$ cat config.mk
export PLATFORM = sky130hd
export DESIGN_NAME = carlru_fifo
export DESIGN_NICKNAME = d
export VERILOG_FILES = /design/src/sv/carlru_pkg.sv /design/src/sv/carlru_fifo.sv
export VERILOG_INCLUDE_DIRS = /design/src /design/src/sv
export SDC_FILE = /design/constraint.sdc
export NUM_CORES = 1
export LEC_CHECK = 0
export BUFFER_PORTS_ARGS = -buffer_cell sky130_fd_sc_hd__buf_2
export CAP_MARGIN = 40
export CORE_ASPECT_RATIO = 1.1
export CORE_MARGIN = 2
export CORE_UTILIZATION = 28
export DETAILED_ROUTE_END_ITERATION = 8
export HOLD_SLACK_MARGIN = 0.05
export PLACE_DENSITY = 0.46
export SYNTH_ARGS = -nofsm -noshare
export SYNTH_HDL_FRONTEND = slang
export SYNTH_SLANG_ARGS = --single-unit
$ cat constraint.sdc
create_clock -name clk_i -period 2.4 [get_ports clk_i]
set_input_delay 0.36 -clock clk_i [delete_from_list [all_inputs] [get_ports clk_i]]
set_output_delay 0.36 -clock clk_i [all_outputs]
set_load 0.005 [all_outputs]
$ cat src/sv/criticality_aware_lru_replacement_unit_defines.svh
`ifndef CRITICALITY_AWARE_LRU_REPLACEMENT_UNIT_DEFINES_SVH
`define CRITICALITY_AWARE_LRU_REPLACEMENT_UNIT_DEFINES_SVH

// Checked on every rising clock edge outside reset.
`define CARLRU_ASSERT(lbl, prop, msg) \
  lbl: assert property (@(posedge clk_i) disable iff (!rst_ni) prop) else $error(msg);

// Condition in one cycle implies consequence in the next.
`define CARLRU_ASSERT_NEXT(lbl, ante, cons, msg) \
  lbl: assert property (@(posedge clk_i) disable iff (!rst_ni) (ante) |=> (cons)) \
    else $error(msg);

`endif

$ cat src/sv/carlru_pkg.sv
package carlru_pkg;

  localparam int NUM_SETS    = 1024;
  localparam int NUM_WAYS    = 16;
  localparam int CRIT_BITS   = 8;
  localparam int QUEUE_DEPTH = 2;

  localparam int SET_W  = (NUM_SETS > 1) ? $clog2(NUM_SETS) : 1;
  localparam int RANK_W = $clog2(NUM_WAYS);
  localparam int QPTR_W = (QUEUE_DEPTH > 1) ? $clog2(QUEUE_DEPTH) : 1;
  localparam int QCNT_W = $clog2(QUEUE_DEPTH + 1);

  typedef enum logic [1:0] {
    FUNC_QUERY = 2'd0,
    FUNC_HIT   = 2'd1,
    FUNC_FILL  = 2'd2
  } func_e;

  typedef enum logic [1:0] {
    OP_QUERY,
    OP_QUERY_ZERO,
    OP_TOUCH,
    OP_FILL
  } op_e;

  typedef logic [SET_W-1:0]     set_t;
  typedef logic [RANK_W-1:0]    rank_t;
  typedef logic [CRIT_BITS-1:0] crit_t;

  typedef struct packed {
    op_e   op;
    set_t  set;
    rank_t way;
    crit_t crit;
  } req_t;

  typedef struct packed {
    rank_t [NUM_WAYS-1:0] rank;
    crit_t [NUM_WAYS-1:0] crit;
  } row_t;

  function automatic row_t reset_row();
    row_t r;
    for (int w = 0; w < NUM_WAYS; w++) begin
      r.rank[w] = RANK_W'(w);
      r.crit[w] = '0;
    end
    return r;
  endfunction

endpackage

$ cat src/sv/carlru_fifo.sv
`include "criticality_aware_lru_replacement_unit_defines.svh"

module carlru_fifo (
  input  logic              clk_i,
  input  logic              rst_ni,
  input  logic              push_i,
  input  carlru_pkg::req_t  push_data_i,
  input  logic              pop_i,
  output carlru_pkg::req_t  head_o,
  output logic              empty_o,
  output logic              full_o
);
  import carlru_pkg::*;

  req_t              mem_q [QUEUE_DEPTH];
  logic [QPTR_W-1:0] wr_q, wr_d;
  logic [QPTR_W-1:0] rd_q, rd_d;
  logic [QCNT_W-1:0] cnt_q, cnt_d;

  assign empty_o = (cnt_q == '0);
  assign full_o  = (cnt_q == QCNT_W'(QUEUE_DEPTH));
  assign head_o  = mem_q[rd_q];

  always_comb begin
    wr_d  = wr_q;
    rd_d  = rd_q;
    cnt_d = cnt_q;
    if (push_i) begin
      wr_d = (wr_q == QPTR_W'(QUEUE_DEPTH - 1)) ? '0 : wr_q + 1'b1;
    end
    if (pop_i) begin
      rd_d = (rd_q == QPTR_W'(QUEUE_DEPTH - 1)) ? '0 : rd_q + 1'b1;
    end
    if (push_i && !pop_i) begin
      cnt_d = cnt_q + 1'b1;
    end else if (pop_i && !push_i) begin
      cnt_d = cnt_q - 1'b1;
    end
  end

  always_ff @(posedge clk_i or negedge rst_ni) begin
    if (!rst_ni) begin
      wr_q  <= '0;
      rd_q  <= '0;
      cnt_q <= '0;
    end else begin
      wr_q  <= wr_d;
      rd_q  <= rd_d;
      cnt_q <= cnt_d;
    end
  end

  always_ff @(posedge clk_i) begin
    if (push_i) begin
      mem_q[wr_q] <= push_data_i;
    end
  end

  `CARLRU_ASSERT(a_no_push_full, push_i |-> !full_o, "push into full queue")
  `CARLRU_ASSERT(a_no_pop_empty, pop_i |-> !empty_o, "pop from empty queue")

endmodule

---- After elaboration in Yosys (flattened, before gate mapping) ----
Memories as Yosys holds them, arrays and structs flattened.
Cells that the tools add are included.
storage, ports and cells
  register bits after elaboration ......... 4
  memory bits (writable) .................. 48
  input port bits ......................... 28
  memories kept ........................... 1
operators by class
  add/subtract/negate cells ............... 4
  equality and inequality tests ........... 1
  multiplexer cells ....................... 6
  reduce and logical (&&, ||, !) cells .... 6
memory list
  memory  depth  width  read ports  clocked after Yosys merged registers in  write ports  line               RTL
  mem_q   2      24     1           0                                        1            carlru_fifo.sv:15  req_t mem_q [QUEUE_DEPTH];
operators by type and width
  kind                   number
  $mux W1                4
  $mux W2                2
  $add A1 B1 Y1 const B  2
  $add A2 B1 Y2 const B  1
  $eq A2 B2 Y1 const B   1
  $logic_and A1 B1 Y1    2
  $logic_not A1 Y1       2
  $logic_not A2 Y1       1
  $reduce_bool A2 Y1     1
  $sub A2 B1 Y2 const B  1

---- Depth between registers and ports, before layout ----
Gate-level depths: netlist (run 1).
  word-level depth ........................ 4
  gate-level depth with buffers ........... 5
  depth with buffers taken out ............ 5

---- Least setup slack after synthesis (run 1) ----
No wires, ideal clock.
  kind .................................... register to register
  start ................................... reg wr_q
  end ..................................... mem mem_q[0][0] (netlist name), enable pin
  arrival time ............................ 1.490 ns
  path slack .............................. 0.502 ns
  cell stages (with the launch flop) ...... 2
  path buffers ............................ 0
  cells stage by stage .................... dfrtp_1 nor2b_1
RTL lines
  what                    line               RTL
  from (decl)             carlru_fifo.sv:16  logic [QPTR_W-1:0] wr_q, wr_d;
  from (signal assigned)  carlru_fifo.sv:47  wr_q <= wr_d;
  to (decl)               carlru_fifo.sv:15
No word-level cell before the write port.

==> results of run 1 <==
[area by class of cell]
type,count,area (µm²),share of cell area
clock buffers,5,68.82,0.02742
repair buffers,60,320.3,0.1276
inverters,1,3.754,0.001496
multi-input cells,35,426.7,0.1700
clock inverters,3,42.54,0.01695
flip-flops and latches,52,1541,0.6142
well taps,85,106.4,0.04237
[metal layers]
layer	part of all wire	vias to the layer above	global-route usage	wire, µm
met5	0	-	0	0
met4	0.0056	0	0.02778	18
met3	0.070	2	0.02736	226
met2	0.50	39	0.1426	1601
met1	0.42	494	0.09753	1363
li1	-	473	-	-
[sequential cells by signal (all words and copies together), names as in the netlist]
register	flops
mem_q	48
cnt_q	2
rd_q	1
wr_q	1
[layout by cell type, fill, tap and decap left out]
master / Yosys / layout
buf_2: 0 / 53
edfxtp_1: 48 / 48
mux2_4: 19 / 19
buf_4: 0 / 6
mux2_2: 5 / 5
clkbuf_8: 0 / 5
xor2_1: 4 / 4
dfrtp_1: 4 / 4
nor2_1: 2 / 2
inv_1: 1 / 1
nor2b_1: 2 / 1
and2_1: 1 / 1
nor2b_2: 0 / 1
xnor2_1: 1 / 1
ha_1: 1 / 1
clkinv_1: 0 / 1
clkinv_4: 0 / 1
bufinv_16: 0 / 1
dlygate4sd3_1: 0 / 1
[report_power, final]
part	total, µW	leakage, µW	switching, µW	internal (µW)
sequential	1270	0.000497	63.9	1210
combinational	844	0.000466	366	478
clock	568	0.0000558	260	309
[worst paths after layout]
kind	startpoint	endpoint	slack (ps)	cells after the start
setup reg to reg	wr_q$_DFFE_PN0P_	mem_q[1][4]$_DFFE_PP_	1020	2
setup / recovery	rd_q$_DFFE_PN0P_	head_o[4]	600	3
max in group asynchronous	rst_ni	rd_q$_DFFE_PN0P_	1890	2
min in group asynchronous	rst_ni	cnt_q[1]$_DFFE_PN0P_	390	2
hold reg to reg	cnt_q[1]$_DFFE_PN0P_	cnt_q[1]$_DFFE_PN0P_	500	1
hold / removal	push_data_i[14]	mem_q[1][14]$_DFFE_PP_	250	1
[kinds of logic (layout without fill, tap and decap cells)]
logic type / after synthesis / after routing / share of synthesized area
adder cells (fa/ha/maj): 1 / 1 / 0.006191
AND/OR/NAND/NOR: 5 / 5 / 0.01301
buffers and inverters: 4 / 69 / 0.02724
flip-flops: 52 / 52 / 0.7628
multiplexers: 24 / 24 / 0.1690
XOR/XNOR: 5 / 5 / 0.02167
[repair_timing]
action	in CTS	in global routing
hold endpoints to repair	4	0
hold buffers	1	0
setup endpoints to repair	0	0
[per-stage QoR]
stage / setup WS, ps / hold slack, ps / cell area [µm²] / power (µW)
detailed placement: 874.9 / 172.1 / 2389 / 2166
CTS: 558.5 / 233.7 / 2510 / 2752
global placement: 918.9 / 168.3 / 2389 / 2144
floorplan: 502.0 / 64.41 / 2021 / 1902
global route: 501.4 / 229.3 / 2510 / 2847
finish: 599.0 / 251.6 / 2510 / 2685
[critical path: stages, from the launching register on]
cell and delay (ps):
dfrtp_1 350, buf_4 300, mux2_2 370, buf_2 120
==> impl_metrics.yaml, run 1 <==
run_status:
  status: "finished, final reports clean"
routing:
  antenna_left: 0
  drt_iter0_markers: 30
  drcViolationCount: 0
  wl_um: 3209
  vias_per_cell: 4.183
  drt_first_pass_iters: 4
  vias: 1008
  wl_per_cell_um: 13.32
timing:
  skew_ps: 6.501
  rsz0062_at_grt: "no"
  relSlewSlack: 0.6997
  post-route-min-period_ps: 1801
  fin_setup_tns_ps: 0
  finalSetupViolCount: 0
  min_period_over_period: 0.7504
  worst_pin_slew_ps: 450.5
  drv_slew: 0
  max_freq_mhz: 555.2
  hold_violations: 0
clocking:
  cts.sinks: 52
  cts_buffers: 5
  cts_setup_buffers: 0
  post_cts_resized: 0
  cts-root-buf: "clkbuf_8"
  ctsHtreeMaxLevel: 2
  ctsLongestPathBuffers: 2
  clock_latency_ps: 290
  cts_tree: "done"
  clk_pin_slew_ps: 90
setup_path:
  critical_path_class: "reg2out"
  cp-start-kind: "register"
  cp.arrival_ps: 1440
  cp-end-kind: "primary output"
  path_max_fanout: 17
  worstPathRequired_ps: 2040
placed_design:
  io_buffer_count: 53
  hpwl_um: 2344
  dp.cells: 232
  globalplace.congestion: 0.7061
synthesis:
  yosysTopAreaCell: "edfxtp_1"
  synthArstFlopShare: 0.07692
  yosysUniqueCellTypes: 13
  seq_area_frac_synth: 0.7628
  ys_warn_count: 0
  syn_avg_cell_area_um2: 22.21
  ys_top_cells_by_count: "edfxtp_1, mux2_4, mux2_2"
  synth_top_area_frac: 0.7133
  synthTopCellsByArea: "edfxtp_1, mux2_4, dfrtp_1"
  synth_edf_count: 48
  synth_fp_nets: 120
  post-synth-top-count-cell: "edfxtp_1"
  syn_area_mm2: 0.002021
  ys_ff_latch: 52
  synthFlopType: "edfxtp_1"
  syn_inst: 91
power:
  ir_drop_mv: 0.4547
  p_per_area_mw_per_mm2: 1070
  p_leak_uw: 0.001019
floorplanning:
  row_count: 32
  die_y_um: 93.10
  die-area_mm2: 0.007913
  initial_core_util: 0.2884
  die_x_um: 85.00
  io_pins: 54
  core_area_mm2: 0.007007
finish:
  syn_to_final_growth_pct: 24.21
  finish.utilization: 0.3582
  antenna_cells: 0
  fillers: 681
  nets: 184
  drive_above_1_share: 0.5833
  fin_cells: 241
global_route:
  grt_first_pass_wirelength_um: 5016
  grt_pass1_vias: 1083
  grtUsageTotal: 0.08304
  overflow: 0
  grt_max_degree: 18
  antenna_found_initial: 0
job:
  cap_violations: 0
min_path:
  min_path_type: "in2reg"
Power figures use the tool's default switching activity.
==> run 2: changes to the inputs <==
- clock period: 2.4 -> 1.8 ns (I/O delays scaled with it)
==> run 2 against run 1 <==
Cell count stayed put. Largest power group unchanged. Flip-flop and latch count stayed put. Setup slack worse by 470 ps. Critical endpoint is now head_o[10]. Clock-buffer cell count stayed put. Die area stayed put. Clock power is 40% higher. Sequential share of layout area is 0.092 points lower. Combinational power is 34% higher. Via count is 2.1% lower. Sequential power is 34% higher.
==> impl_metrics.yaml, run 2 (synthesis gave the netlist of run 1 again) <==
finish:
  antenna_cells: 0
  reg_top3: "mem_q x48, cnt_q x2"
  nets: 184
  top_register: "mem_q"
  fillers: 672
  drive_above_1_share: 0.5897
  mostFrequentLayoutCells: "buf_2, edfxtp_1, mux2_4"
  largest_reg_flops: 48
  syn_to_final_growth_pct: 24.40
  layout_commonest_cell: "buf_2"
timing:
  setup_ws_ps: 129.9
  skew_ps: 15.17
  drv_slew: 0
  relSlewSlack: 0.8348
  fin_setup_tns_ps: 0
  finalSetupViolCount: 0
  hold_violations: 0
  worst_pin_slew_ps: 247.8
  post-route-min-period_ps: 1670
  min_period_over_period: 0.9278
  rsz0062_at_grt: "no"
  max_freq_mhz: 598.8
floorplanning:
  io_pins: 54
  row_count: 32
  die_y_um: 93.10
  die_x_um: 85.00
  die-area_mm2: 0.007913
  core_area_mm2: 0.007007
  initial_core_util: 0.2884
routing:
  drt_first_pass_iters: 3
  antenna_left: 0
  wl_um: 3417
  wl_per_cell_um: 14.18
  drt_iter0_markers: 47
  vias_per_cell: 4.095
  vias: 987
  drcViolationCount: 0
setup_path:
  rr_startpoint: "wr_q$_DFFE_PN0P_"
  cp.arrival_ps: 1400
  path_max_fanout: 14
  cp-start-kind: "register"
  critical_path_class: "reg2out"
  cp-end-kind: "primary output"
  critPathLaunch: "rd_q$_DFFE_PN0P_"
  worstPathRequired_ps: 1530
clocking:
  hold_buffers: 1
  ctsHtreeMaxLevel: 2
  cts_setup_buffers: 0
  ctsLongestPathBuffers: 2
  cts-root-buf: "clkbuf_8"
  cts.sinks: 52
  post_cts_resized: 0
  cts_tree: "done"
  clock_latency_ps: 300
  clk_pin_slew_ps: 100
  cts_buffers: 5
global_route:
  grtUsageTotal: 0.09021
  grt_pass1_vias: 1091
  grt_first_pass_wirelength_um: 5354
  overflow: 0
  grt_max_degree: 18
  antenna_found_initial: 0
placed_design:
  hpwl_um: 2547
  place_ws_ps: 450.9
  globalplace.congestion: 0.6508
  io_buffer_count: 53
power:
  seqPwrFrac: 0.469
  power.share.combinational: 0.312
  ir_drop_mv: 0.5588
  p_sw_frac: 0.2638
  switching_power_uw: 956.3
  clkPwrFrac: 0.219
  p_per_area_mw_per_mm2: 1442
  internal-power_uw: 2669
  p_leak_uw: 0.001018
job:
  cap_violations: 0
run_status:
  status: "finished, final reports clean"
min_path:
  min_path_type: "in2reg"
  min_from: "push_data_i[23]"
-- run 2: changes by cell type in the layout (fill, tap and decap cells not counted), sizes merged --
cell | before | now
clkinv | 2 | 0
clkinvlp | 0 | 1
inv | 1 | 2
-- run 2: critical path, cell delays in order (launching register included) --
cell and delay, ps:
dfrtp_1 350, buf_4 260, mux2_2 360, buf_2 120
-- run 2: layer usage --
metal  global-route usage  wire (µm)  up-vias
met4              0.01984          8        0
li1                     -          -      474
met5                    0          0        -
met2               0.1497       1717       40
met3              0.03530        242        2
met1               0.1114       1448      471
-- run 2: metrics by stage --
step	util	cell area, µm²	total power (µW)	cells	hold WS [ps]
floorplan	-	2023	2537	91	-25.59
global placement	0.3409	2389	2872	232	81.25
detailed placement	0.3409	2389	2900	232	88.41
CTS	0.3588	2514	3699	241	139.1
global route	0.3588	2514	3846	241	131.3
finish	0.3588	2514	3625	241	152.9
-- run 2: cell type report --
type	instances	area [µm²]	share of cell area
multi-input cells	35	426.7	0.1697
clock buffers	5	68.82	0.02738
repair buffers	60	320.3	0.1274
inverters	1	3.754	0.001493
clock inverters	3	46.29	0.01842
well taps	85	106.4	0.04231
flip-flops and latches	52	1541	0.6132
-- run 2: power groups by stage --
| stage | sequential, µW | clock [µW] | combinational (µW) |
|---|---|---|---|
| floorplan | 1710 | 0 | 829 |
| global placement | 1720 | 0 | 1160 |
| detailed placement | 1730 | 0 | 1170 |
| CTS | 1700 | 822 | 1170 |
| global route | 1730 | 872 | 1250 |
| finish | 1700 | 793 | 1130 |
-- run 2: path summary, 6_finish.rpt --
kind / to / slack (ps) / cells past startpoint
max: head_o[10] / 130 / 3
min: mem_q[0][23]$_DFFE_PP_ / 150 / 1
max reg2reg: mem_q[0][14]$_DFFE_PP_ / 650 / 2
min reg2reg: cnt_q[1]$_DFFE_PN0P_ / 500 / 1
max in group asynchronous: rd_q$_DFFE_PN0P_ / 1370 / 2
min in group asynchronous: wr_q$_DFFE_PN0P_ / 300 / 2
==> run 3: changes to the inputs <==
- ABC_AREA: not set -> 1
- PLACE_DENSITY: 0.46 -> 0.56
==> run 3 against run 2 <==
Global-route usage is 0.51 points lower. Final area grew 0.40%. Critical path depth did not move. Clock skew fell by 13 ps. Register-to-register slack worse by 40 ps. Flip-flop and latch count is the same. Via count increased by 6.1%. Synthesized area up 0.99%. Sequential share of layout area shrank 0.24 points. Clock power is 20% lower. Cell count up 3.3%. Non-clock buffer count fell by 1.
==> impl_metrics.yaml, run 3 <==
run_status:
  status: "finished, final reports clean"
clocking:
  cts-root-buf: "clkbuf_8"
  cts_setup_buffers: 0
  clock_latency_ps: 300
  clk_pin_slew_ps: 90
  cts.sinks: 52
  cts_tree: "done"
  ctsHtreeMaxLevel: 2
  cts_buffers: 5
  ctsLongestPathBuffers: 2
  post_cts_resized: 0
finish:
  drive_above_1_share: 0.5488
  top_register: "mem_q"
  largest_reg_flops: 48
  reg_top3: "mem_q x48, cnt_q x2"
  fillers: 694
  antenna_cells: 0
  mostFrequentLayoutCells: "buf_2, edfxtp_1, mux2_4"
  fin_cells: 249
  multi_input_area_um2: 424.2
  finish.utilization: 0.3581
  seqCellArea_mm2: 0.001541
  nets: 192
  syn_to_final_growth_pct: 23.67
  layout_commonest_cell: "buf_2"
global_route:
  grtUsageTotal: 0.08513
  grt_first_pass_wirelength_um: 5037
  antenna_found_initial: 0
  grt_pass1_vias: 1018
  overflow: 0
  grt_max_degree: 20
synthesis:
  yosysTopAreaCell: "edfxtp_1"
  ys_ff_latch: 52
  synth_top_area_frac: 0.7063
  syn_inst: 100
  synthTopCellsByArea: "edfxtp_1, mux2_4, dfrtp_1"
  synthArstFlopShare: 0.07692
  ys_top_cells_by_count: "edfxtp_1, mux2_4, inv_1"
  seq_area_frac_synth: 0.7554
  ys_warn_count: 0
  synth_edf_count: 48
  yosysUniqueCellTypes: 14
  syn_area_mm2: 0.002041
  post-synth-top-count-cell: "edfxtp_1"
  synthFlopType: "edfxtp_1"
  synth_fp_nets: 129
  syn_avg_cell_area_um2: 20.41
setup_path:
  critical_path_class: "reg2out"
  cp.arrival_ps: 1370
  worstReg2RegEnd: "mem_q[1][10]$_DFFE_PP_"
  crit_chain: "buf_12 -> mux2_2 -> buf_2"
  slowest_stage: "dfrtp_1"
  worstPathRequired_ps: 1530
  path_max_fanout: 17
  cp_top_family: "flip-flops"
  cpPeakStageDelay_ps: 400
  cp-end-kind: "primary output"
  timing.critical_path.buf_inv: 2
  rr_startpoint: "wr_q$_DFFE_PN0P_"
  reg2reg_slack_ps: 610
  cp-start-kind: "register"
  r2r_cells: 3
timing:
  hold_slack_ps: 153.9
  hold_violations: 0
  worst_pin_slew_ps: 283.3
  rsz0062_at_grt: "no"
  post-route-min-period_ps: 1636
  min_period_over_period: 0.9088
  setup_ws_ps: 164.1
  fin_setup_tns_ps: 0
  finalSetupViolCount: 0
  relSlewSlack: 0.8109
  skew_ps: 2.123
  drv_slew: 0
  max_freq_mhz: 611.3
routing:
  wl_per_cell_um: 13.31
  drcViolationCount: 0
  antenna_left: 0
  drt_iter0_markers: 33
  wl_um: 3313
  drt_first_pass_iters: 4
  vias_per_cell: 4.205
  vias: 1047
power:
  switching_power_uw: 957.5
  internal-power_uw: 2550
  clkPwrFrac: 0.181
  p_per_area_mw_per_mm2: 1390
  power.share.combinational: 0.335
  p_sw_frac: 0.2730
  seqPwrFrac: 0.485
  p_leak_uw: 0.001036
  ir_drop_mv: 0.5059
min_path:
  whs_endpoint: "mem_q[0][20]$_DFFE_PP_"
  hold_path_depth: 1
  min_path_type: "in2reg"
  min_from: "push_data_i[20]"
floorplanning:
  die_x_um: 85.40
  core_area_mm2: 0.007047
  initial_core_util: 0.2896
  row_count: 32
  io_pins: 54
  die_y_um: 93.54
  die-area_mm2: 0.007988
placed_design:
  hpwl_um: 2327
  globalplace.congestion: 0.6637
  dp.cells: 240
  io_buffer_count: 53
  place_ws_ps: 477.9
job:
  cap_violations: 0
run 3: changes by cell type in the layout (fill, tap and decap cells not counted), sizes merged:
cell	change
and2	-1
buf	-1
bufinv	-1
clkinv	+1
clkinvlp	+1
inv	+5
nand2	+5
nand3	+1
nand4	+1
nor2	+1
nor2b	-2
xor2	-2
run 3: routing by layer:
layer | GRT usage | vias up | part of all wire
met4 | 0.03571 | 0 | 0.018
met1 | 0.09122 | 511 | 0.38
li1 | - | 493 | -
met3 | 0.03883 | 5 | 0.082
met2 | 0.1445 | 38 | 0.52
met5 | 0 | - | 0
run 3: power groups by stage:
| stage | sequential (µW) | combinational, µW | clock [µW] |
|---|---|---|---|
| final | 1700 | 1170 | 633 |
| after global routing | 1730 | 1280 | 725 |
| after CTS | 1710 | 1210 | 673 |
| after detailed placement | 1730 | 1210 | 0 |
| after global placement | 1720 | 1200 | 0 |
| after floorplan | 1710 | 838 | 0 |
run 3: worst max-delay path by stage:
stage | from | endpoint | depth (start not counted)
2_1_floorplan | wr_q$_DFFE_PN0P_ | mem_q[0][0]$_DFFE_PP_ | 1
3_3_place_gp | rd_q$_DFFE_PN0P_ | head_o[9] | 3
3_5_place_dp | rd_q$_DFFE_PN0P_ | head_o[8] | 3
4_1_cts | rd_q$_DFFE_PN0P_ | head_o[9] | 3
5_1_grt | rd_q$_DFFE_PN0P_ | head_o[0] | 3
6_report | rd_q$_DFFE_PN0P_ | head_o[9] | 3
run 3: cell type report:
cell class,count,share of cell area
clock buffers,5,0.02727
clock inverters,3,0.007437
inverters,7,0.01041
multi-input cells,38,0.1681
flip-flops and latches,52,0.6108
well taps,85,0.04214
repair buffers,59,0.1339
run 3: logic make-up after synthesis:
group | Yosys count | share of synthesized area
XOR/XNOR | 3 | 0.01288
adder cells (fa/ha/maj) | 1 | 0.006130
buffers and inverters | 10 | 0.03802
flip-flops | 52 | 0.7554
multiplexers | 24 | 0.1674
AND/OR/NAND/NOR | 10 | 0.02023
run 3: per-stage QoR:
| step | power, µW | area, µm² |
|---|---|---|
| global route | 3729 | 2524 |
| finish | 3508 | 2524 |
| global placement | 2919 | 2426 |
| CTS | 3589 | 2524 |
| detailed placement | 2938 | 2426 |
| floorplan | 2544 | 2043 |
run 3: repair_timing:
item	CTS	global route
endpoints found under the setup margin	0	0
hold buffers	1	0
endpoints found under the hold margin	4	0
